$ cat config.mk
export PLATFORM = sky130hd
export DESIGN_NAME = src_cell
export DESIGN_NICKNAME = d
export VERILOG_FILES = /design/src/rtl/src_pkg.sv /design/src/rtl/src_cell.sv
export SDC_FILE = /design/constraint.sdc
export NUM_CORES = 1
export LEC_CHECK = 0
export ABC_AREA = 1
export BUFFER_PORTS_ARGS = -buffer_cell sky130_fd_sc_hd__buf_2
export CAP_MARGIN = 5
export CORE_AREA = 8 8 266 268
export CTS_CLUSTER_SIZE = 25
export DETAILED_ROUTE_END_ITERATION = 8
export DIE_AREA = 0 0 274 276
export SLEW_MARGIN = 20
export SYNTH_ARGS = -nofsm -noshare
export SYNTH_HDL_FRONTEND = slang
export SYNTH_SLANG_ARGS = --single-unit
$ cat constraint.sdc
create_clock -name i_clk -period 9 [get_ports i_clk]
set_input_delay 0.9 -clock i_clk [delete_from_list [all_inputs] [get_ports i_clk]]
set_output_delay 0.9 -clock i_clk [all_outputs]
set_load 0.02 [all_outputs]
$ cat src/rtl/src_pkg.sv
// Shared types and codes for the sorted record table.
// Used by src_cell, sorted_record_table and the testbench; depends on nothing else.
`default_nettype none

package src_pkg;

    localparam int DEPTH_DEF     = 32;
    localparam int KEY_BYTES_DEF = 8;
    localparam int KEY_W         = 64;
    localparam int AGE_W         = 7;
    localparam int CNT_W         = 6;

    localparam logic [2:0] KIND_INSERT = 3'd0;
    localparam logic [2:0] KIND_DELETE = 3'd1;
    localparam logic [2:0] KIND_AGE    = 3'd2;
    localparam logic [2:0] KIND_LOOKUP = 3'd3;
    localparam logic [2:0] KIND_LIST   = 3'd4;

    localparam logic [1:0] STATUS_OK      = 2'd0;
    localparam logic [1:0] STATUS_FULL    = 2'd1;
    localparam logic [1:0] STATUS_NOMATCH = 2'd2;

    typedef struct packed {
        logic [2:0]       kind;
        logic [KEY_W-1:0] name_key;
        logic [KEY_W-1:0] city_key;
        logic [AGE_W-1:0] age;
    } t_in_word;

    typedef struct packed {
        logic [KEY_W-1:0] name_key_res;
        logic [KEY_W-1:0] city_key_res;
        logic [AGE_W-1:0] age_res;
        logic             found;
        logic             last;
        logic [1:0]       status;
        logic [CNT_W-1:0] entry_count;
    } t_out_word;

    typedef struct packed {
        logic [KEY_W-1:0] name;
        logic [KEY_W-1:0] city;
        logic [AGE_W-1:0] age;
    } t_rec;

    // Broadcast controls shared by every cell of the chain.
    typedef struct packed {
        logic ins;
        logic shift;
        logic keep;
        t_rec rec_new;
    } t_cell_ctl;

endpackage

`default_nettype wire

$ cat src/rtl/src_cell.sv
// One cell of the record chain: holds one record, inserts or shifts toward the head.
// Depends on src_pkg.
`default_nettype none

module src_cell
    import src_pkg::*;
#(
    parameter int DEPTH = DEPTH_DEF,
    parameter int IDX   = 0
) (
    input  wire logic                       i_clk,
    input  wire t_cell_ctl                  i_ctl,
    input  wire logic [$clog2(DEPTH+1)-1:0] i_n,
    input  wire logic [$clog2(DEPTH)-1:0]   i_wp,
    input  wire logic                       i_lt_prev,
    input  wire t_rec                       i_prev,
    input  wire t_rec                       i_next,
    input  wire t_rec                       i_head,
    output t_rec                            o_rec,
    output logic                            o_lt
);

    localparam int CntW = $clog2(DEPTH + 1);
    localparam int IdxW = $clog2(DEPTH);

    t_rec r_rec;
    t_rec n_rec;

    // Occupied and ordered before the incoming name.
    assign o_lt  = (CntW'(IDX) < i_n) && (r_rec.name < i_ctl.rec_new.name);
    assign o_rec = r_rec;

    always_comb begin
        n_rec = r_rec;
        if (i_ctl.ins) begin
            if (o_lt) begin
                n_rec = r_rec;
            end else if (i_lt_prev) begin
                n_rec = i_ctl.rec_new;
            end else begin
                n_rec = i_prev;
            end
        end else if (i_ctl.shift) begin
            // advance toward the head; the write slot takes back the head word if it is kept
            if (i_ctl.keep && (i_wp == IdxW'(IDX))) begin
                n_rec = i_head;
            end else begin
                n_rec = i_next;
            end
        end
    end

    always_ff @(posedge i_clk) begin
        r_rec <= n_rec;
    end

endmodule

`default_nettype wire

==> run_results.csv, run 1 <==
group,metric,value,unit
cells_and_area,final_common_cell,"buf_2",
detailed_routing,vias_per_cell,4.25,
floorplanning,row_count,95,
detailed_routing,wl_per_cell,21.0,um
floorplanning,die_y,276,um
cells_and_area,syn2layout_area_growth,49.9,%
detailed_routing,drt-initial-drc-count,658,
setup_path,slowest_stage,"a21oi_1",
floorplanning,core_area,66600,um2
place,dp_hpwl,47.0,mm
power_and_ir_drop,peakVddDrop,0.000119,V
sta,hold_violations,0,
status,status,"finished clean",
clock_tree,cts_hold_buf,0,
setup_path,worstPathMaxFanout,2,
setup_path,r2r-start,"o_rec[133]",
worst_hold_path,hold_path.class,"in2reg",
sta,worst_pin_slew,1080,ps
place,place_ws,4950,ps
sta,relSlewSlack,28.2,%
yosys,synth_fp_nets,1793,
clock_tree,cts_setup_buffers,0,
setup_path,arrival,2850,ps
yosys,ys_warn_count,0,
clock_tree,clock_sinks,135,
yosys,netlist_instances,1174,
setup_path,reg2reg_setup_slack,5650,ps
setup_path,crit_path_max_incr_delay,360,ps
worst_hold_path,hp-start,"i_next[27]",
yosys,synth_cell_type_count,22,
sta,fmax,267,MHz
power_and_ir_drop,p_leak,7.19,nW
floorplanning,fp.dieW,274,um
cells_and_area,largest_register_ffs,135,
clock_tree,clk_pin_slew,70,ps
setup_path,rr_endpoint,"o_rec[65]",
sta,timing.final.ws_setup,5250,ps
clock_tree,htree_levels,4,
floorplanning,die_area,75600,um2
cells_and_area,layout.nets,2430,
global_route,grt_start_max_net_pins,84,
sta,drv_slew,0,
setup_path,worstSetupStartpointType,"input pin",
sta,finClkSkew,16.5,ps
place,gp_congestion,0.865,
yosys,synth_area,9810,um2
detailed_routing,drtPass1Iterations,5,
clock_tree,cts_root_buffer,"clkbuf_16",
global_route,grt_pass1_wl,80.0,mm
setup_path,cp.required,8100,ps
run,maxCapViolations,0,
clock_tree,clock_path_buffers,2,
clock_tree,cts_made_buffers,17,
clock_tree,cts_tree,"built",
worst_hold_path,hold-path-cell-count,3,
detailed_routing,drc,0,
sta,final_period_minus_worst_setup_slack,3750,ps
sta,setup_viol,0,
worst_hold_path,min_to,"o_rec[27]",
setup_path,worstSetupEndpointType,"primary output",
yosys,synth-seq-cells,135,
power_and_ir_drop,power.density,150,nW/um2
detailed_routing,wl,56.8,mm
detailed_routing,antenna_left,0,
cells_and_area,drive_gt1_share,43.3,%
global_route,track_usage,14.3,%
sta,fin_setup_tns,0,ps
setup_path,rr_worst_depth,12,
sta,rsz0062_at_grt,"false",
global_route,overflow,0,
cells_and_area,fillers,7448,
sta,timing.final.crit_share,41.7,%
clock_tree,post_cts_resized,0,
setup_path,crit_type,"in2out",
detailed_routing,vias,11482,
yosys,avgSynthCellArea,8.35,um2
place,port_buffers,691,
global_route,grt_pass1_vias,11991,
floorplanning,start_util,14.7,%
setup_path,cp_common_cell,"nand2_1",
floorplanning,top_level_ports,692,
cells_and_area,layout_common_cells,"buf_2 (689), nand2_1 (321), a21oi_1 (301), edfxtp_1 (135), a22oi_1 (85)",
clock_tree,clock_latency,470,ps
yosys,synth_sequential_area_ratio,41.3,%
global_route,antenna_found_initial,13,
setup_path,path_cells,"buf_2 -> inv_1 -> ha_1 -> a21oi_1 -> o21ai_0 -> a21oi_1 -> nand2_1 -> nand2_1 -> nand2_1 -> nand2_1 -> nand2_1 -> inv_1 -> buf_2",
cells by family (layout without fill, tap and decap cells):
kind of cell / count (synthesis) / after routing / share of synthesized area, %
compound gates: 450 / 450 / 29.0
fa+ha+maj: 63 / 63 / 8.04
buf+inv: 167 / 817 / 7.54
flops: 135 / 135 / 41.3
other cells: 0 / 5 / 0
simple gates: 359 / 359 / 14.0
metrics by stage:
stage	util (%)	std cells	power, W	area [um2]	hold slack, ps
5_1_grt	22.1	2698	0.00234	14700	766
4_1_cts	22.1	2697	0.00226	14700	746
6_report	22.1	2702	0.00221	14700	803
3_3_place_gp	21.1	2665	0.00146	14100	1280
3_5_place_dp	21.1	2665	0.00147	14100	1270
2_1_floorplan	-	1174	0.00115	9810	1170
cell usage after synthesis:
master	number	share of area, %
inv_4	1	0.064
buf_4	4	0.31
ha_1	63	8.0
nor2_1	21	0.80
o21ai_0	11	0.56
buf_1	8	0.31
buf_2	28	1.4
a22oi_2	50	6.4
o211ai_1	1	0.077
inv_2	2	0.077
nand3_1	6	0.31
a22oi_1	85	6.5
nor3_1	4	0.20
buf_6	8	0.92
clkbuf_1	39	1.5
o21a_1	2	0.15
nand4_1	5	0.32
edfxtp_1	135	41
nand3b_1	1	0.077
nand2_1	322	12
a21oi_1	301	15
inv_1	77	2.9
how the worst max path moves through the flow:
stage               start        end  slack (ps)  depth (start not counted)
2_1_floorplan  i_ctl[133]   o_rec[0]        3680                         12
3_3_place_gp   i_ctl[104]  o_rec[60]        4960                         14
3_5_place_dp   i_ctl[104]  o_rec[54]        4950                         14
4_1_cts         i_ctl[82]       o_lt        5170                         13
5_1_grt         i_ctl[82]       o_lt        5100                         13
6_report        i_ctl[82]       o_lt        5250                         13
final cells by class:
class | instances | area (um2) | share of cell area [%]
Clock buffer | 18 | 429 | 2.92
Inverter | 80 | 310 | 2.11
Clock inverter | 14 | 188 | 1.28
Tap cell | 873 | 1090 | 7.43
Timing Repair Buffer | 705 | 3580 | 24.4
Multi-Input combinational cell | 872 | 5030 | 34.2
Sequential cell | 135 | 4050 | 27.6
Antenna cell | 5 | 12.5 | 0.0851
metal layers:
metal | up-vias | global-route usage (%) | share of wire, %
met5 | - | 0 | 0.014
met4 | 2 | 6.72 | 4.3
met3 | 108 | 5.95 | 10
met2 | 631 | 23.1 | 46
met1 | 5265 | 16.3 | 39
li1 | 5476 | - | -
critical path, delay by kind of cell:
family                     cells  cell delay [ps]
buffers and inverters          4              390
AOI/OAI and AO/OA              3              680
adders and majority gates      1              300
and+or+nand+nor                5              580
where the power goes:
part	internal (W)	switching, W	total, W
sequential	0.000782	0.0000284	0.000811
clock	0.000444	0.000319	0.000762
combinational	0.000236	0.000399	0.000635
Power figures use the tool's default switching activity.
==> run 2, diff against run 1 <==
Settings changed: ABC_AREA 1 to 0, CORE_AREA 8 8 266 268 to 8 8 260 262, DIE_AREA 0 0 274 276 to 0 0 268 270.
Clock period 9 ns to 3.3 ns, I/O delays scaled along.
==> run 2 against run 1 <==
Total power rose to 2.9 times the previous value. Global-route usage fell by 1.3 points. Largest cell class unchanged. Highest routed layer unchanged. Wire length fell by 13%.
==> run_results.csv, run 2 <==
group,metric,value,unit
detailed_routing,vias_per_cell,4.05,
floorplanning,row_count,93,
yosys,avgSynthCellArea,10.3,um2
run,maxCapViolations,0,
clock_tree,clk_pin_slew,70,ps
sta,final_period_minus_worst_setup_slack,3230,ps
yosys,yosysTopAreaCellShare,40.1,%
place,port_buffers,691,
setup_path,cp.required,2970,ps
power_and_ir_drop,power.density,414,nW/um2
setup_path,worstPathMaxFanout,2,
yosys,synth_fp_nets,1604,
yosys,synth_commonest_cells,"a21oi_1 (159), nor2b_1 (136), edfxtp_1 (135), mux2i_1 (135), a211oi_1 (123)",
global_route,antenna_found_initial,9,
setup_path,worstSetupStartpointType,"flop",
setup_path,cp_top_family,"compound AO/OA/AOI/OAI gates",
cells_and_area,layout.nets,2279,
sta,finClkSkew,17.5,ps
cells_and_area,drive_gt1_share,47.1,%
floorplanning,core_area,63600,um2
yosys,synthTopCellsByArea,"edfxtp_1 (40%), mux2i_1 (13%), a211oi_1 (9.1%)",
sta,fmax,309,MHz
sta,timing.final.ws_setup,68.5,ps
sta,timing.final.crit_share,97.9,%
sta,relSlewSlack,59.2,%
sta,worst_pin_slew,608,ps
yosys,synth_edf_count,135,
yosys,ys_warn_count,0,
detailed_routing,drc,0,
place,gp_congestion,0.872,
clock_tree,htree_levels,4,
detailed_routing,wl_per_cell,19.6,um
setup_path,path_cells,"ha_4 -> a41o_1 -> a21oi_2 -> nor3_2 -> or4_4 -> a31o_4 -> o31ai_4 -> buf_6 -> buf_6",
power_and_ir_drop,peakVddDrop,0.000311,V
cells_and_area,fin_area,15300,um2
yosys,synth_area_leader_cell,"edfxtp_1",
cells_and_area,layout_common_cells,"buf_2 (688), a21oi_1 (157), nor2b_1 (136), mux2i_1 (135), edfxtp_1 (135)",
cells_and_area,final_common_cell,"buf_2",
yosys,synth_area,10100,um2
yosys,synth_cell_type_count,40,
detailed_routing,wl,49.5,mm
floorplanning,top_level_ports,692,
yosys,netlist_instances,985,
setup_path,cp_common_cell,"buf_6",
sta,rsz0062_at_grt,"true",
clock_tree,clock_sinks,135,
clock_tree,cts_made_buffers,17,
clock_tree,clock_latency,460,ps
cells_and_area,syn2layout_area_growth,51.9,%
place,dpl.cell_count,2496,
floorplanning,die_area,72400,um2
global_route,grt_start_max_net_pins,90,
power_and_ir_drop,p_sw,0.00214,W
setup_path,worst-path-buf-inv,2,
floorplanning,fp.dieW,268,um
status,status,"finished clean",
global_route,grt_pass1_wl,69.4,mm
detailed_routing,drt-initial-drc-count,403,
power_and_ir_drop,pwr-share-comb,32.0,%
clock_tree,cts_hold_buf,0,
sta,drv_slew,0,
yosys,synth.most_common_cell,"a21oi_1",
floorplanning,start_util,15.9,%
cells_and_area,largest_register_ffs,135,
place,place_ws,-189,ps
power_and_ir_drop,pwr-share-seq,36.6,%
setup_path,slowest_stage,"or4_4",
cells_and_area,fin_cells,2529,
setup_path,crit_type,"reg2out",
detailed_routing,drtPass1Iterations,4,
sta,setup_viol,0,
power_and_ir_drop,p_int,0.00421,W
detailed_routing,antenna_left,0,
sta,fin_setup_tns,0,ps
sta,hold_violations,0,
worst_hold_path,hold_path.class,"in2reg",
global_route,grt_pass1_vias,10902,
clock_tree,clock_path_buffers,2,
global_route,track_usage,13.1,%
place,dp_hpwl,42.5,mm
floorplanning,die_y,270,um
setup_path,worstSetupEndpointType,"primary output",
yosys,ys.flop_type,"edfxtp_1",
detailed_routing,vias,10249,
global_route,overflow,0,
place,dpl-instance-area,14700,um2
setup_path,arrival,2900,ps
clock_tree,cts_root_buffer,"clkbuf_16",
setup_path,crit_path_max_incr_delay,590,ps
power_and_ir_drop,p_leak,7.09,nW
cells_and_area,fillers,6991,
yosys,synth_sequential_area_ratio,40.1,%
yosys,synth-seq-cells,135,
power_and_ir_drop,power_frac_clock,31.4,%
clock_tree,cts_tree,"built",
power_and_ir_drop,sw_frac_of_total,33.7,%
yosys,synth_async_sr_flop_share,0,%
-- run 2: cell types whose count changed after synthesis, moves of 9 or more --
cell      before  now
nand2_1      322   14
a21oi_1      301  159
nor2b_1        0  136
mux2i_1        0  135
a211oi_1       0  123
a22oi_1       85    0
a22oi_2       50    0
buf_2         28    5
a211oi_2       0   14
inv_1         77   64
nor2_1        21    8
a21o_1         0    9
clkbuf_1      39   48
-- run 2: cells by family after synthesis --
kind of cell / count (synthesis) / share of synthesized area (%)
fa+ha+maj: 63 / 7.80
mux: 135 / 13.4
buf+inv: 138 / 6.59
flops: 135 / 40.1
compound gates: 325 / 20.9
simple gates: 189 / 11.2
-- run 2: metrics by stage --
step	hold slack (ps)	power [W]	utilization, %
6_report	211	0.00635	24.1
5_1_grt	188	0.00673	24.1
4_1_cts	156	0.00650	24.0
3_5_place_dp	683	0.00439	23.0
3_3_place_gp	676	0.00438	23.0
2_1_floorplan	579	0.00338	-
-- run 2: layer usage --
metal / share of wire, % / wire length [um] / up-vias / GRT usage, %
li1: - / - / 5074 / -
met1: 41 / 20100 / 4609 / 15.0
met2: 47 / 23100 / 502 / 21.8
met3: 9.2 / 4540 / 62 / 4.41
met4: 3.6 / 1760 / 2 / 5.72
met5: 0.026 / 13 / - / 0
-- run 2: power by group through the flow --
stage	sequential, W	clock, W	combinational (W)
2_1_floorplan	0.00267	0	0.000715
3_3_place_gp	0.00234	0	0.00203
3_5_place_dp	0.00236	0	0.00204
4_1_cts	0.00232	0.00211	0.00207
5_1_grt	0.00234	0.00217	0.00222
6_report	0.00232	0.00200	0.00203
-- run 2: final cells by class --
class	instances	area (um2)	share of cell area (%)
diodes	2	5.00	0.0326
clock buffers	19	433	2.82
clock inverters	12	154	1.00
inverters	64	240	1.57
multi-input cells	712	5520	36.0
flip-flops and latches	135	4050	26.4
well taps	855	1070	6.97
repair buffers	730	3870	25.2
-- run 2: final timing paths --
check / end / slack [ps] / cells after the start / start
setup reg to reg: o_rec[12] / 310 / 8 / o_rec[82]
hold / removal: o_rec[1] / 210 / 3 / i_head[1]
hold reg to reg: o_rec[119] / 1520 / 5 / o_rec[86]
setup / recovery: o_lt / 70 / 9 / o_rec[76]
-- run 2: tightest hold or removal path, delay by kind of cell --
family | cells | cell delay [ps]
buffers and inverters | 1 | 80
AOI/OAI and AO/OA | 2 | 150
-- run 2: timing repair --
item | 4_1_cts | 5_1_grt
pin swaps | 3 | 6
endpoints found under the setup margin | 57 | 42
resized for setup | 9 | 8
buffers inserted | 1 | 1
